### config.mk
export PLATFORM = sky130hd
export DESIGN_NAME = decimating_rgb565_scaler
export DESIGN_NICKNAME = d
export VERILOG_FILES = /design/src/rtl/core/drs_pkg.sv /design/src/rtl/core/drs_divider.sv /design/src/rtl/core/drs_datapath.sv /design/src/rtl/core/drs_controller.sv /design/src/rtl/core/decimating_rgb565_scaler.sv
export SDC_FILE = /design/constraint.sdc
export NUM_CORES = 1
export LEC_CHECK = 0
export BUFFER_PORTS_ARGS = -buffer_cell sky130_fd_sc_hd__buf_4
export CAP_MARGIN = 15
export CORE_ASPECT_RATIO = 1.25
export CORE_UTILIZATION = 45
export CTS_CLUSTER_DIAMETER = 40
export DETAILED_ROUTE_END_ITERATION = 16
export GPL_ROUTABILITY_DRIVEN = 0
export PLACE_DENSITY_LB_ADDON = 0.05
export SYNTH_ARGS = -nofsm -noshare
export SYNTH_HDL_FRONTEND = slang
export SYNTH_HIERARCHICAL = 1
export SYNTH_SLANG_ARGS = --single-unit
### constraint.sdc
create_clock -name clock -period 5.8 [get_ports clock]
set_input_delay 0.87 -clock clock [delete_from_list [all_inputs] [get_ports clock]]
set_output_delay 0.87 -clock clock [all_outputs]
set_load 0.01 [all_outputs]
### src/rtl/core/drs_pkg.sv
// Shared types, codes and helpers of the decimating RGB565 scaler.
`timescale 1ns / 1ps

package drs_pkg;

   // Configuration register indexes
   localparam int CSR_INDEX_BITS = 3;
   localparam logic [CSR_INDEX_BITS-1:0] CSR_SRC_WIDTH  = 3'd0;
   localparam logic [CSR_INDEX_BITS-1:0] CSR_SRC_HEIGHT = 3'd1;
   localparam logic [CSR_INDEX_BITS-1:0] CSR_MAX_WIDTH  = 3'd2;
   localparam logic [CSR_INDEX_BITS-1:0] CSR_MAX_HEIGHT = 3'd3;
   localparam logic [CSR_INDEX_BITS-1:0] CSR_PAD_PERIOD = 3'd4;

   // Divisions run at frame start, in this order
   localparam logic [1:0] DIV_W_BOUND  = 2'd0;  // width / max_width
   localparam logic [1:0] DIV_H_BOUND  = 2'd1;  // height / max_height
   localparam logic [1:0] DIV_W_SCALED = 2'd2;  // width / scale
   localparam logic [1:0] DIV_H_SCALED = 2'd3;  // height / scale

   localparam logic [7:0] RB_MASK    = 8'hF8;
   localparam logic [7:0] GREEN_MASK = 8'hFC;

   typedef struct packed {
      logic       div_start;
      logic       div_capture;
      logic [1:0] div_idx;
      logic       load_pixel;
      logic       exec;
   } cmd_type;

   typedef struct packed {
      logic frame_start;
      logic div_done;
      logic out_busy;
   } status_type;

   function automatic logic [15:0] rgb565(input logic [7:0] red, input logic [7:0] green,
                                          input logic [7:0] blue);
      logic [7:0] r;
      logic [7:0] g;
      logic [7:0] b;
      r = red & RB_MASK;
      g = green & GREEN_MASK;
      b = blue & RB_MASK;
      return {r[7:3], g[7:2], b[7:3]};
   endfunction

endpackage

### src/rtl/core/drs_divider.sv
// Restoring divider, one quotient bit per cycle.
`timescale 1ns / 1ps

module drs_divider #(
   parameter int DIM_BITS = 12
) (
   input  logic                clock,
   input  logic                reset,
   input  logic                start,
   input  logic [DIM_BITS-1:0] dividend,
   input  logic [DIM_BITS-1:0] divisor,
   output logic                done,
   output logic [DIM_BITS-1:0] quotient
);

   localparam int CNT_BITS = $clog2(DIM_BITS + 1);

   logic [DIM_BITS-1:0] rem_ff, rem_in;
   logic [DIM_BITS-1:0] quo_ff, quo_in;
   logic [DIM_BITS-1:0] div_ff;
   logic [CNT_BITS-1:0] cnt_ff, cnt_in;
   logic                busy_ff, busy_in;
   logic                done_ff, done_in;
   logic [DIM_BITS:0]   trial;
   logic [DIM_BITS:0]   diff;

   always_comb begin
      trial   = {rem_ff, quo_ff[DIM_BITS-1]};
      diff    = trial - {1'b0, div_ff};
      rem_in  = rem_ff;
      quo_in  = quo_ff;
      cnt_in  = cnt_ff;
      busy_in = busy_ff;
      done_in = 1'b0;
      if (start && !busy_ff) begin
         rem_in  = '0;
         quo_in  = dividend;
         cnt_in  = CNT_BITS'(DIM_BITS);
         busy_in = 1'b1;
      end else if (busy_ff) begin
         if (trial >= {1'b0, div_ff}) begin
            rem_in = diff[DIM_BITS-1:0];
            quo_in = {quo_ff[DIM_BITS-2:0], 1'b1};
         end else begin
            rem_in = trial[DIM_BITS-1:0];
            quo_in = {quo_ff[DIM_BITS-2:0], 1'b0};
         end
         cnt_in = cnt_ff - 1'b1;
         if (cnt_ff == CNT_BITS'(1)) begin
            busy_in = 1'b0;
            done_in = 1'b1;
         end
      end
   end

   always_ff @(posedge clock) begin
      if (reset) begin
         cnt_ff  <= '0;
         busy_ff <= 1'b0;
         done_ff <= 1'b0;
      end else begin
         cnt_ff  <= cnt_in;
         busy_ff <= busy_in;
         done_ff <= done_in;
      end
   end

   always_ff @(posedge clock) begin
      rem_ff <= rem_in;
      quo_ff <= quo_in;
      if (start && !busy_ff) begin
         div_ff <= divisor;
      end
   end

   assign done     = done_ff;
   assign quotient = quo_ff;

endmodule

### src/rtl/core/drs_datapath.sv
// Scaler datapath: settings, frame geometry, position counters and output stage.
`timescale 1ns / 1ps

module drs_datapath #(
   parameter int DIM_BITS = 12
) (
   input  logic                                 clock,
   input  logic                                 reset,
   input  drs_pkg::cmd_type                     cmd,
   output drs_pkg::status_type                  status,
   input  logic [23:0]                          req_tdata,
   output logic                                 rsp_tvalid,
   input  logic                                 rsp_tready,
   output logic [15:0]                          rsp_tdata,
   output logic                                 rsp_tlast,
   input  logic                                 csr_we,
   input  logic [drs_pkg::CSR_INDEX_BITS-1:0]   csr_index,
   input  logic [DIM_BITS-1:0]                  csr_wdata
);

   localparam logic [DIM_BITS-1:0] ONE = DIM_BITS'(1);

   // Settings
   logic [DIM_BITS-1:0] src_width_ff, src_height_ff;
   logic [7:0]          max_width_ff, max_height_ff;
   logic [6:0]          pad_period_ff;

   // Frame geometry
   logic [DIM_BITS-1:0] bound_w_ff;
   logic [DIM_BITS-1:0] scale_ff, scale_in;
   logic [7:0]          scaled_w_ff, scaled_h_ff;

   // Position
   logic [DIM_BITS-1:0] src_col_ff, src_col_in, src_row_ff, src_row_in;
   logic [DIM_BITS-1:0] col_ph_ff, col_ph_in, row_ph_ff, row_ph_in;
   logic [7:0]          out_col_ff, out_col_in, out_row_ff, out_row_in;
   logic [6:0]          pad_cnt_ff, pad_cnt_in;

   logic [15:0]         pix_ff;
   logic                out_valid_ff, pad_pend_ff, pad_last_ff, out_last_ff;
   logic [15:0]         out_pixel_ff;

   logic [DIM_BITS-1:0] w_eff, h_eff, mw_eff, mh_eff;
   logic [DIM_BITS-1:0] div_dividend, div_divisor, div_quotient;
   logic                div_done;
   logic [DIM_BITS-1:0] bound_max;
   logic [DIM_BITS:0]   scale_full;
   logic                frame_start;

   // Step terms
   logic [DIM_BITS-1:0] cp, rp;
   logic [7:0]          oc, orow;
   logic [6:0]          pc, pc_inc;
   logic                emit, row_end, final_row, pad;
   logic [DIM_BITS:0]   cp_inc, rp_inc;
   logic [DIM_BITS-1:0] sc_inc, sr_inc;

   assign w_eff  = (src_width_ff == '0) ? ONE : src_width_ff;
   assign h_eff  = (src_height_ff == '0) ? ONE : src_height_ff;
   assign mw_eff = (max_width_ff == 8'd0) ? ONE : DIM_BITS'(max_width_ff);
   assign mh_eff = (max_height_ff == 8'd0) ? ONE : DIM_BITS'(max_height_ff);

   assign frame_start = (src_row_ff == '0) && (src_col_ff == '0);

   always_comb begin
      case (cmd.div_idx)
         drs_pkg::DIV_W_BOUND: begin
            div_dividend = w_eff;
            div_divisor  = mw_eff;
         end
         drs_pkg::DIV_H_BOUND: begin
            div_dividend = h_eff;
            div_divisor  = mh_eff;
         end
         drs_pkg::DIV_W_SCALED: begin
            div_dividend = w_eff;
            div_divisor  = scale_ff;
         end
         default: begin
            div_dividend = h_eff;
            div_divisor  = scale_ff;
         end
      endcase
   end

   drs_divider #(.DIM_BITS(DIM_BITS)) u_divider (
      .clock    (clock),
      .reset    (reset),
      .start    (cmd.div_start),
      .dividend (div_dividend),
      .divisor  (div_divisor),
      .done     (div_done),
      .quotient (div_quotient)
   );

   // scale = max(bounds) + 1, saturating
   always_comb begin
      bound_max  = (bound_w_ff > div_quotient) ? bound_w_ff : div_quotient;
      scale_full = {1'b0, bound_max} + {{DIM_BITS{1'b0}}, 1'b1};
      scale_in   = scale_full[DIM_BITS] ? {DIM_BITS{1'b1}} : scale_full[DIM_BITS-1:0];
   end

   // One step of the frame walk
   always_comb begin
      cp   = frame_start ? '0 : col_ph_ff;
      rp   = frame_start ? '0 : row_ph_ff;
      oc   = frame_start ? 8'd0 : out_col_ff;
      orow = frame_start ? 8'd0 : out_row_ff;
      pc   = frame_start ? 7'd0 : pad_cnt_ff;

      emit      = (rp == '0) && (cp == '0) && (orow < scaled_h_ff) && (oc < scaled_w_ff);
      row_end   = ({1'b0, oc} + 9'd1) == {1'b0, scaled_w_ff};
      final_row = ({1'b0, orow} + 9'd1) == {1'b0, scaled_h_ff};

      pad_cnt_in = pc;
      pad        = 1'b0;
      pc_inc     = pc + 7'd1;
      if (emit && row_end && (pad_period_ff != 7'd0)) begin
         if (pc_inc >= pad_period_ff) begin
            pad_cnt_in = 7'd0;
            pad        = 1'b1;
         end else begin
            pad_cnt_in = pc_inc;
         end
      end

      out_col_in = emit ? (oc + 8'd1) : oc;
      out_row_in = orow;

      cp_inc    = {1'b0, cp} + {{DIM_BITS{1'b0}}, 1'b1};
      col_ph_in = (cp_inc >= {1'b0, scale_ff}) ? '0 : cp_inc[DIM_BITS-1:0];
      row_ph_in = rp;
      rp_inc    = {1'b0, rp} + {{DIM_BITS{1'b0}}, 1'b1};

      sc_inc     = src_col_ff + ONE;
      src_col_in = sc_inc;
      src_row_in = src_row_ff;
      sr_inc     = src_row_ff + ONE;
      if ((sc_inc >= w_eff) || (sc_inc == '0)) begin
         src_col_in = '0;
         col_ph_in  = '0;
         out_col_in = 8'd0;
         if ((rp == '0) && (orow < scaled_h_ff)) begin
            out_row_in = orow + 8'd1;
         end
         row_ph_in  = (rp_inc >= {1'b0, scale_ff}) ? '0 : rp_inc[DIM_BITS-1:0];
         src_row_in = (sr_inc >= h_eff) ? '0 : sr_inc;
      end
   end

   always_ff @(posedge clock) begin
      if (reset) begin
         src_width_ff  <= DIM_BITS'(128);
         src_height_ff <= DIM_BITS'(128);
         max_width_ff  <= 8'd114;
         max_height_ff <= 8'd85;
         pad_period_ff <= 7'd0;
      end else if (csr_we) begin
         case (csr_index)
            drs_pkg::CSR_SRC_WIDTH:  src_width_ff  <= csr_wdata;
            drs_pkg::CSR_SRC_HEIGHT: src_height_ff <= csr_wdata;
            drs_pkg::CSR_MAX_WIDTH:  max_width_ff  <= csr_wdata[7:0];
            drs_pkg::CSR_MAX_HEIGHT: max_height_ff <= csr_wdata[7:0];
            drs_pkg::CSR_PAD_PERIOD: pad_period_ff <= csr_wdata[6:0];
            default: ;
         endcase
      end
   end

   always_ff @(posedge clock) begin
      if (reset) begin
         bound_w_ff  <= '0;
         scale_ff    <= '0;
         scaled_w_ff <= 8'd0;
         scaled_h_ff <= 8'd0;
      end else if (cmd.div_capture) begin
         case (cmd.div_idx)
            drs_pkg::DIV_W_BOUND:  bound_w_ff  <= div_quotient;
            drs_pkg::DIV_H_BOUND:  scale_ff    <= scale_in;
            drs_pkg::DIV_W_SCALED: scaled_w_ff <= div_quotient[7:0];
            default:               scaled_h_ff <= div_quotient[7:0];
         endcase
      end
   end

   always_ff @(posedge clock) begin
      if (reset) begin
         src_col_ff <= '0;
         src_row_ff <= '0;
         col_ph_ff  <= '0;
         row_ph_ff  <= '0;
         out_col_ff <= 8'd0;
         out_row_ff <= 8'd0;
         pad_cnt_ff <= 7'd0;
      end else if (cmd.exec) begin
         src_col_ff <= src_col_in;
         src_row_ff <= src_row_in;
         col_ph_ff  <= col_ph_in;
         row_ph_ff  <= row_ph_in;
         out_col_ff <= out_col_in;
         out_row_ff <= out_row_in;
         pad_cnt_ff <= pad_cnt_in;
      end
   end

   // Output stage: the kept pixel, then its pad repeat if any
   always_ff @(posedge clock) begin
      if (reset) begin
         out_valid_ff <= 1'b0;
         pad_pend_ff  <= 1'b0;
      end else if (cmd.exec) begin
         out_valid_ff <= emit;
         pad_pend_ff  <= emit && pad;
      end else if (out_valid_ff && rsp_tready) begin
         if (pad_pend_ff) begin
            pad_pend_ff <= 1'b0;
         end else begin
            out_valid_ff <= 1'b0;
         end
      end
   end

   always_ff @(posedge clock) begin
      if (cmd.load_pixel) begin
         pix_ff <= drs_pkg::rgb565(req_tdata[7:0], req_tdata[15:8], req_tdata[23:16]);
      end
      if (cmd.exec) begin
         out_pixel_ff <= pix_ff;
         out_last_ff  <= row_end && final_row && !pad;
         pad_last_ff  <= row_end && final_row;
      end else if (out_valid_ff && rsp_tready && pad_pend_ff) begin
         out_last_ff <= pad_last_ff;
      end
   end

   assign rsp_tvalid = out_valid_ff;
   assign rsp_tdata  = out_pixel_ff;
   assign rsp_tlast  = out_last_ff;

   assign status.frame_start = frame_start;
   assign status.div_done    = div_done;
   assign status.out_busy    = out_valid_ff;

endmodule

### src/rtl/core/drs_controller.sv
// Scaler controller: accept, frame-start divisions, step execution.
`timescale 1ns / 1ps

module drs_controller (
   input  logic                clock,
   input  logic                reset,
   input  logic                req_tvalid,
   output logic                req_tready,
   input  drs_pkg::status_type status,
   output drs_pkg::cmd_type    cmd
);

   localparam logic [1:0] ST_IDLE     = 2'd0;
   localparam logic [1:0] ST_DIV_GO   = 2'd1;
   localparam logic [1:0] ST_DIV_WAIT = 2'd2;
   localparam logic [1:0] ST_EXEC     = 2'd3;

   logic [1:0] state_ff, state_in;
   logic [1:0] idx_ff, idx_in;

   always_comb begin
      state_in        = state_ff;
      idx_in          = idx_ff;
      req_tready      = 1'b0;
      cmd.div_start   = 1'b0;
      cmd.div_capture = 1'b0;
      cmd.div_idx     = idx_ff;
      cmd.load_pixel  = 1'b0;
      cmd.exec        = 1'b0;
      case (state_ff)
         ST_IDLE: begin
            req_tready = 1'b1;
            if (req_tvalid) begin
               cmd.load_pixel = 1'b1;
               idx_in         = drs_pkg::DIV_W_BOUND;
               state_in       = status.frame_start ? ST_DIV_GO : ST_EXEC;
            end
         end
         ST_DIV_GO: begin
            cmd.div_start = 1'b1;
            state_in      = ST_DIV_WAIT;
         end
         ST_DIV_WAIT: begin
            if (status.div_done) begin
               cmd.div_capture = 1'b1;
               if (idx_ff == drs_pkg::DIV_H_SCALED) begin
                  state_in = ST_EXEC;
               end else begin
                  idx_in   = idx_ff + 2'd1;
                  state_in = ST_DIV_GO;
               end
            end
         end
         ST_EXEC: begin
            if (!status.out_busy) begin
               cmd.exec = 1'b1;
               state_in = ST_IDLE;
            end
         end
         default: state_in = ST_IDLE;
      endcase
   end

   always_ff @(posedge clock) begin
      if (reset) begin
         state_ff <= ST_IDLE;
         idx_ff   <= drs_pkg::DIV_W_BOUND;
      end else begin
         state_ff <= state_in;
         idx_ff   <= idx_in;
      end
   end

endmodule

### src/rtl/core/decimating_rgb565_scaler.sv
// Top level of the nearest-neighbor RGB888 to RGB565 decimating scaler.
// Each source pixel is accepted, then stepped, before another is taken; the step waits while the output is busy.
// Frame start adds four serial divisions on one shared divider.
// rsp_tvalid is registered: for a kept pixel it rises with the step that follows the accept, after any divisions.
// Reset (synchronous, active high) loads the default settings and zeroes the geometry,
// the position counters and the output-stage valid flags; no clearing pass is needed.
`timescale 1ns / 1ps

module decimating_rgb565_scaler #(
   parameter int DIM_BITS = 12   // source dimension width, 8..16
) (
   input  logic                               clock,
   input  logic                               reset,
   // source pixel stream
   input  logic                               req_tvalid,
   output logic                               req_tready,
   input  logic [23:0]                        req_tdata,   // red[7:0], green[15:8], blue[23:16]
   // scaled RGB565 stream
   output logic                               rsp_tvalid,
   input  logic                               rsp_tready,
   output logic [15:0]                        rsp_tdata,   // pixel[15:0]
   output logic                               rsp_tlast,   // final pixel of the scaled image
   // settings write port
   input  logic                               csr_we,
   input  logic [drs_pkg::CSR_INDEX_BITS-1:0] csr_index,
   input  logic [DIM_BITS-1:0]                csr_wdata
);

   // Controller sequences each transaction; datapath holds the settings, divider, counters and output stage.
   drs_pkg::cmd_type    cmd;
   drs_pkg::status_type status;

   drs_controller u_controller (
      .clock      (clock),
      .reset      (reset),
      .req_tvalid (req_tvalid),
      .req_tready (req_tready),
      .status     (status),
      .cmd        (cmd)
   );

   // Datapath: divider for scale/scaled sizes, frame walk counters, two-result output stage
   drs_datapath #(.DIM_BITS(DIM_BITS)) u_datapath (
      .clock      (clock),
      .reset      (reset),
      .cmd        (cmd),
      .status     (status),
      .req_tdata  (req_tdata),
      .rsp_tvalid (rsp_tvalid),
      .rsp_tready (rsp_tready),
      .rsp_tdata  (rsp_tdata),
      .rsp_tlast  (rsp_tlast),
      .csr_we     (csr_we),
      .csr_index  (csr_index),
      .csr_wdata  (csr_wdata)
   );

endmodule
## Word level (Yosys, flattened, before mapping)

Index checks and enable logic that the tools add are counted.

| operators by class | value |
|---|---|
| $add $sub $neg | 13 |
| magnitude comparators | 9 |
| equality and inequality tests | 18 |
| muxes and demuxes | 62 |
| bitwise gates (word level) | 2 |
| reduce and logical (&&, ||, !) cells | 50 |

Operators with widths:

| cell | count |
|---|---|
| two-way mux 12 bit | 16 |
| zero test 12 bit | 7 |
| two-way mux 8 bit | 8 |
| adder 12 x 1 -> 13 bit (second input constant) | 3 |
| greater-or-equal comparator 13 x 12 -> 1 bit | 3 |
| adder 12 x 1 -> 12 bit (second input constant) | 2 |
| greater-or-equal comparator 12 bit | 2 |
| case mux 12 bit (2 select lines) | 1 |
| two-way mux 1 bit | 22 |
| AND reduction 2 bit | 11 |
| two-way mux 7 bit | 3 |
| adder 8 x 1 -> 9 bit (second input constant) | 2 |
| == test 9 x 8 -> 1 bit | 2 |
| adder 8 x 1 -> 8 bit (second input constant) | 2 |
| zero test 8 bit | 2 |
| < comparator 8 bit | 2 |
| two-way mux 2 bit | 8 |
| logical AND 1 bit | 13 |
| greater-than comparator 12 bit | 1 |
| subtractor 12 bit | 1 |
| == test 2 bit (second input constant) | 4 |
| two-way mux 4 bit | 2 |
| inequality test 2 bit (second input constant) | 4 |
| case mux 2 bit (4 select lines) | 1 |
| other kinds (22) | 32 |

| word-level totals | value |
|---|---|
| register bits after elaboration | 240 |
| bits of input ports | 44 |
| output and inout port bits | 19 |
| word-level logic and storage cells | 185 |

## Longest topological paths before layout

Gate-level depths: netlist of the first run.

| logic depth | value |
|---|---|
| depth in word-level cells | 13 |
| mapped depth | 23 |
| mapped depth without buffers | 20 |

## Hierarchy

The synthesis of the first run kept the hierarchy.

Modules (own cells, without submodules):

| module | instances | cells each | area each (um2) | seq. area each (um2) |
|---|---|---|---|---|
| drs_datapath | 1 | 1438 | 11823.8 | 4224.1 |
| drs_divider | 1 | 212 | 2302.2 | 1081.0 |
| drs_controller | 1 | 33 | 290.3 | 80.1 |

## Worst setup path before layout of the first run

OpenSTA, ideal clock, no wires.

| timing path | value |
|---|---|
| path kind | flip-flop to flip-flop |
| from | reg u_datapath.src_row_ff[5] |
| to | reg u_datapath.out_col_ff[4] |
| setup time | 117 ps |
| arrival time | 4531 ps |
| data required time | 5683 ps |
| setup slack | 1151 ps |
| stages on the path, launching flop included | 18 |
| path buffers | 5 |
| period minus slack after synthesis | 4649 ps |
| cell sequence | dfxtp_1 > or4_1 > or4_1 > buf_6 > or2_1 > clkbuf_1 > clkbuf_1 > clkbuf_1 > and2_1 > ha_1 > o2111ai_1 > a21oi_1 > or4b_2 > nor4_4 > buf_4 > nand4_1 > mux2i_1 > a32o_1 |

| on the way | value |
|---|---|
| word-level cells in the longest chain between the ends | 9 |
| elaborated cells on any way between the ends | 16 |
| classes of those cells | add/sub (1); order compare (2); mux (6); reduce/logical (7) |

Ends and longest elaborated chain:

| item | line | source |
|---|---|---|
| start: declaration | drs_datapath.sv:34 | `logic [DIM_BITS-1:0] src_col_ff, src_col_in, src_row_ff, src_row_in;` |
| start signal: assignment | drs_datapath.sv:197 | `src_row_ff <= src_row_in;` |
| zero test 12 bit * | drs_datapath.sv:63 | `assign frame_start = (src_row_ff == '0) && (src_col_ff == '0);` |
| logical AND 1 bit * | drs_datapath.sv:63 |  |
| parallel branches: the longest is 5 deep, another holds < comparator 8 bit | n/a |  |
| two-way mux 8 bit * | drs_datapath.sv:127 | `out_col_in = emit ? (oc + 8'd1) : oc;` |
| two-way mux 8 bit * | drs_datapath.sv:139 | `if ((sc_inc >= w_eff) \|\| (sc_inc == '0)) begin` |
| end signal: assignment | drs_datapath.sv:200 | `out_col_ff <= out_col_in;` |
| end: declaration | drs_datapath.sv:36 | `logic [7:0] out_col_ff, out_col_in, out_row_ff, out_row_in;` |

Every way passes the cells marked *.
A chain may end at the register's enable or synchronous reset.

## Worst setup path in the final report of the first run

| timing path | value |
|---|---|
| from | reg u_datapath.src_row_ff[5] |
| to | reg u_datapath.out_last_ff, in the netlist u_datapath/rsp_tlast, data pin |

| on the way | value |
|---|---|
| word-level cells in the longest chain between the ends | 13 |
| elaborated cells on any way between the ends | 28 |
| classes of those cells | add/sub (3); order compare (3); eq/ne (2); mux (8); reduce/logical (12) |

Ends and longest elaborated chain:

| item | line | source |
|---|---|---|
| zero test 12 bit * | drs_datapath.sv:63 |  |
| logical AND 1 bit * | drs_datapath.sv:63 |  |
| parallel branches: the longest is 9 deep, another holds adder 7 x 1 -> 7 bit | n/a |  |
| logical AND 1 bit * | drs_datapath.sv:229 | `out_last_ff <= row_end && final_row && !pad;` |
| two-way mux 1 bit * | drs_datapath.sv:227 | `if (cmd.exec) begin` |
| end signal: assignment | drs_datapath.sv:229 |  |
| end signal: assignment | drs_datapath.sv:232 | `out_last_ff <= pad_last_ff;` |
| end: declaration | drs_datapath.sv:40 | `logic out_valid_ff, pad_pend_ff, pad_last_ff, out_last_ff;` |

Marks and branches as above.

==> results of run 1 <==
==> state kept, by name (all words and copies together) (netlist names), 4 cells and up <==
name / cells
u_datapath/out_col_ff: 8
u_datapath/pad_cnt_ff: 7
u_datapath/scaled_h_ff: 8
u_datapath/pix_ff: 16
u_datapath/col_ph_ff: 12
u_datapath/u_divider/rem_ff: 12
u_datapath/bound_w_ff: 12
u_datapath/u_divider/cnt_ff: 4
u_datapath/scale_ff: 12
u_datapath/src_col_ff: 12
u_datapath/pad_period_ff: 7
u_datapath/max_width_ff: 8
u_datapath/max_height_ff: 8
u_datapath/u_divider/div_ff: 12
u_datapath/rsp_tdata: 16
u_datapath/src_height_ff: 12
u_datapath/out_row_ff: 8
u_datapath/src_row_ff: 12
u_datapath/u_divider/quotient: 12
u_datapath/row_ph_ff: 12
u_datapath/scaled_w_ff: 8
u_datapath/src_width_ff: 12
==> area by class of cell <==
type	instances	area, um2
inverters	115	431.7
well taps	407	509.2
clock inverters	29	324.1
fillers	2969	14700
repair buffers	76	570.5
flip-flops and latches	240	5385
clock buffers	45	1082
multi-input cells	1245	8254
==> cell usage after synthesis (all sizes together), types with 23 or more instances <==
| cell type | number | area [um2] |
|---|---|---|
| nand2 | 210 | 788.3 |
| dfxtp | 182 | 3643 |
| nor2 | 150 | 568.0 |
| a21oi | 119 | 606.8 |
| inv | 114 | 427.9 |
| ha | 110 | 1376 |
| nand3 | 76 | 380.4 |
| o21ai | 69 | 356.6 |
| clkbuf | 63 | 236.5 |
| edfxtp | 58 | 1742 |
| mux2i | 45 | 450.4 |
| xnor2 | 43 | 376.6 |
| xor2 | 42 | 367.9 |
| nor3 | 32 | 160.2 |
| and2 | 25 | 158.9 |
| nand4 | 23 | 180.2 |
==> kinds of logic after synthesis <==
kind of cell	share of synthesized area
xor gates and xnor gates	0.05164
DFF	0.3735
muxes	0.04556
AOI/OAI and AO/OA	0.1560
and+or+nand+nor	0.2213
adders and majority gates	0.09686
buffers and inverters	0.05503
==> power breakdown <==
group	switching [mW]	total [mW]	leakage, nW	internal [mW]
registers	0.0746	1.88	2.01	1.81
clock network	0.916	2.47	0.692	1.56
logic	0.417	0.694	3.76	0.277
total	1.41	5.05	6.46	3.64
==> worst paths after layout <==
check                            from                  endpoint  slack [ps]  cells past startpoint
max reg2reg  u_datapath/src_row_ff[5]      u_datapath/rsp_tlast         700                     13
min             u_datapath/pix_ff[13]  u_datapath/rsp_tdata[13]         420                      0
min reg2reg     u_datapath/pix_ff[13]  u_datapath/rsp_tdata[13]         420                      0
max          u_datapath/src_row_ff[5]      u_datapath/rsp_tlast         700                     13
==> metrics by stage <==
stage          std cells  hold WS (ps)  power (mW)  setup WS, ps
2_1_floorplan       1683         400.3       2.430          1151
3_3_place_gp        2083         400.5       2.590         759.1
3_5_place_dp        2083         405.2       2.605         715.4
4_1_cts             2157         419.7       5.104         715.6
5_1_grt             2157         424.0       5.260         466.4
6_report            2157         416.8       5.047         699.9
==> layer usage <==
layer | GRT usage | wire length, um | part of all wire
met1 | 0.2866 | 16540 | 0.44
met2 | 0.4129 | 18440 | 0.49
met3 | 0.03017 | 1301 | 0.035
met4 | 0.07918 | 1088 | 0.029
met5 | 0 | 0 | 0
==> impl_metrics.ini, run 1 <==
[clock_network]
insertion_delay_ps = 540
postCtsResizedCells = 0
clockBufferDepth = 3
cts.clk_slew.worst_paths_ps = 60
htreeDepth = 2
holdBufCountCts = 0
clock-sinks = 240
cts_root_buffer = clkbuf_16
cts_tree = done
cts_buffers = 40
cts_setup_buffers = 0

[timing]
setup_viol = 0
fin_setup_tns_ps = 0
slew_headroom = 0.2233
tightestPinTransition_ps = 1161
slew_viol_final = 0
fmax_mhz = 196.1
post-route-min-period_ps = 5100
clock_skew_ps = 22.65
rsz0062_at_grt = no
hold_viol = 0
post-route-period-util = 0.8793

[floorplanning]
io_pins = 63
initial_core_util = 0.4612
die_y_um = 202.1
num_rows = 72
dieWidth_um = 162.1
dieArea_mm2 = 0.03276
coreArea_mm2 = 0.03126

[critical_path]
setup.worst_path.start_class = flip-flop
required_ps = 6100
worst_setup_path_end_kind = flip-flop
cp_cell_sequence = or4_1 > or4_1 > buf_4 > or2_1 > buf_4 > and2_1 > ha_1 > o2111ai_1 > a21oi_1 > or4b_2 > nor4_4 > nand4_4 > a2bb2oi_2
crit_fanout = 23
cp_slowest_stage_delay_ps = 720
worstSetupPathType = reg -> reg
critPathBufInv = 2
crit_slowest_cell = or4b_2
cp.arrival_ps = 5400
critical-path-top-delay-family = simple AND/OR/NAND/NOR gates

[synthesis]
netlist_instances = 1683
yosys_most_used_dff = dfxtp_1
ys_ff_latch = 240
yosysWarnings = 6
synth_edf_count = 58
synth_fp_nets = 1838
syn_avg_cell_area_um2 = 8.566
yosys.cell_types.count = 89
syn-cell-area_mm2 = 0.01442
async_flop_share = 0
seq_area_frac_synth = 0.3735

[finish]
stdcell_area_mm2 = 0.01656
fin_util = 0.5297
area_growth_pct = 14.85
layout_commonest_cell = nand2_1
final_cell_mix = nand2_1 (210), dfxtp_1 (182), nor2_1 (148)
antennaDiodeCount = 0
nNetsFinal = 1873
drive_gt1_frac = 0.1149

[route]
wirelength_um = 37380
dr.pass1.iters = 5
vias_per_cell = 5.552
drt_iter0_markers = 619
ant_nets = 0
vias = 11976
drc_errors = 0
wl_per_cell_um = 17.33

[global_routing]
antenna_found_initial = 0
grt_overflow = 0
grt_max_degree = 63
track_usage = 0.2326
grt_pass1_vias = 11628
grt_first_pass_wirelength_um = 60830

[place]
dpl_cell_area_mm2 = 0.01515
portBuffers = 54
dp_hpwl_um = 27160

[outcome]
status = finished clean

[power_and_ir_drop]
p_per_area_mw_per_mm2 = 304.8
p_leak_nw = 6.459
vdd_drop_max_v = 0.0002950

[flow_run]
maxCapViolations = 0

[worst_hold_path]
hp-class = reg -> reg
Power figures use the tool's default switching activity.
==> run 2: changes to the inputs <==
--- a/config.mk
+++ b/config.mk
@@ -5,12 +5,12 @@
 export SDC_FILE = /design/constraint.sdc
 export NUM_CORES = 1
 export LEC_CHECK = 0
-export BUFFER_PORTS_ARGS = -buffer_cell sky130_fd_sc_hd__buf_4
 export CAP_MARGIN = 15
 export CORE_ASPECT_RATIO = 1.25
 export CORE_UTILIZATION = 45
 export CTS_CLUSTER_DIAMETER = 40
 export DETAILED_ROUTE_END_ITERATION = 16
+export DONT_BUFFER_PORTS = 1
 export GPL_ROUTABILITY_DRIVEN = 0
 export PLACE_DENSITY_LB_ADDON = 0.05
 export SYNTH_ARGS = -nofsm -noshare
==> impl_metrics.ini, run 2 (synthesized netlist as in run 1, its figures left out) <==
[finish]
fin_util = 0.5141
final_cell_mix = nand2_1 (210), dfxtp_1 (182), nor2_1 (148)
nFillCells = 2964
antennaDiodeCount = 0
nNetsFinal = 1815
drive_gt1_frac = 0.08279
multi_input_area_mm2 = 0.008254
area_growth_pct = 11.47
register_area_mm2 = 0.005385
layout_commonest_cell = nand2_1

[global_routing]
track_usage = 0.2327
antenna_found_initial = 0
grt_pass1_vias = 11502
grt_overflow = 0
grt_max_degree = 136
grt_first_pass_wirelength_um = 60800

[clock_network]
cts_tree = done
insertion_delay_ps = 530
cts.clk_slew.worst_paths_ps = 50
holdBufCountCts = 0
cts_root_buffer = clkbuf_16
htreeDepth = 2
clockBufferDepth = 3
cts_setup_buffers = 0
postCtsResizedCells = 0
cts_buffers = 40
clock-sinks = 240

[power_and_ir_drop]
p_leak_nw = 6.142
vdd_drop_max_v = 0.0002390
p_per_area_mw_per_mm2 = 305.4

[place]
dp_hpwl_um = 26790
portBuffers = 0

[floorplanning]
dieArea_mm2 = 0.03276
die_y_um = 202.1
io_pins = 63
coreArea_mm2 = 0.03126
dieWidth_um = 162.1
num_rows = 72
initial_core_util = 0.4612

[critical_path]
worstSetupPathType = reg -> reg
cp_common_cell = or4_1
worst_setup_path_end_kind = flip-flop
cp_slowest_stage_delay_ps = 760
setup.worst_path.start_class = flip-flop
critPathBufInv = 0
required_ps = 6080
cp_cell_sequence = or4_1 > or4_1 > nand4bb_1 > and2_1 > ha_1 > o21a_1 > o31ai_1 > a21oi_1 > or4b_2 > nor4_4 > nand4_4 > a2bb2oi_2
crit_fanout = 9
critical-path-top-delay-family = simple AND/OR/NAND/NOR gates
crit_slowest_cell = or4_1
cp.arrival_ps = 5310

[timing]
tightestPinTransition_ps = 1157
slew_headroom = 0.2257
hold_viol = 0
slew_viol_final = 0
post-route-period-util = 0.8682
setup_viol = 0
fmax_mhz = 198.6
clock_skew_ps = 26.04
rsz0062_at_grt = no
post-route-min-period_ps = 5036
fin_setup_tns_ps = 0

[route]
ant_nets = 0
wirelength_um = 37290
drc_errors = 0
vias_per_cell = 5.625
wl_per_cell_um = 17.77
drt_iter0_markers = 710
vias = 11802
dr.pass1.iters = 5

[flow_run]
maxCapViolations = 0

[worst_hold_path]
hp-class = reg -> reg

[outcome]
status = finished clean
[run 2: final timing paths]
kind / slack, ps / start / to / cells after the start
setup / recovery: 760 / u_datapath/src_row_ff[5] / u_datapath/rsp_tlast / 12
hold / removal: 420 / u_datapath/pix_ff[4] / u_datapath/rsp_tdata[4] / 0
setup reg to reg: 760 / u_datapath/src_row_ff[5] / u_datapath/rsp_tlast / 12
hold reg to reg: 420 / u_datapath/pix_ff[4] / u_datapath/rsp_tdata[4] / 0
[run 2: cell type report]
| cell class | count | area share |
|---|---|---|
| Tap cell | 407 | 0.03169 |
| Clock buffer | 43 | 0.06493 |
| Inverter | 115 | 0.02686 |
| Multi-Input combinational cell | 1245 | 0.5136 |
| Timing Repair Buffer | 18 | 0.008642 |
| Clock inverter | 30 | 0.01915 |
| Sequential cell | 240 | 0.3351 |
[run 2: routing by layer]
metal  wire length, um  global-route usage
met2             18290              0.4065
met1             16760              0.2911
met3              1139             0.03242
met5                 0                   0
met4              1103             0.07884
[run 2: power breakdown]
part           internal, mW  switching [mW]
combinational         0.258           0.380
clock                  1.47           0.912
sequential             1.81          0.0808
total                  3.53            1.37
[run 2: worst reg2reg max path: stages, from the launching register on]
cell and delay (ps):
dfxtp_1 340, or4_1 550, or4_1 760, nand4bb_1 440, and2_1 260, ha_1 280
o21a_1 170, o31ai_1 60, a21oi_1 90, or4b_2 720, nor4_4 560, nand4_4 320
a2bb2oi_2 220
[run 2: per-stage QoR]
stage	area, um2	cells	hold slack, ps	total power, mW	setup slack [ps]
4_1_cts	16060	2097	376.9	4.967	748.5
5_1_grt	16070	2098	394.9	5.122	543.0
3_5_place_dp	14710	2024	405.7	2.560	772.2
3_3_place_gp	14710	2024	400.1	2.545	775.8
6_report	16070	2098	418.8	4.907	764.4
2_1_floorplan	14420	1683	400.3	2.430	1151
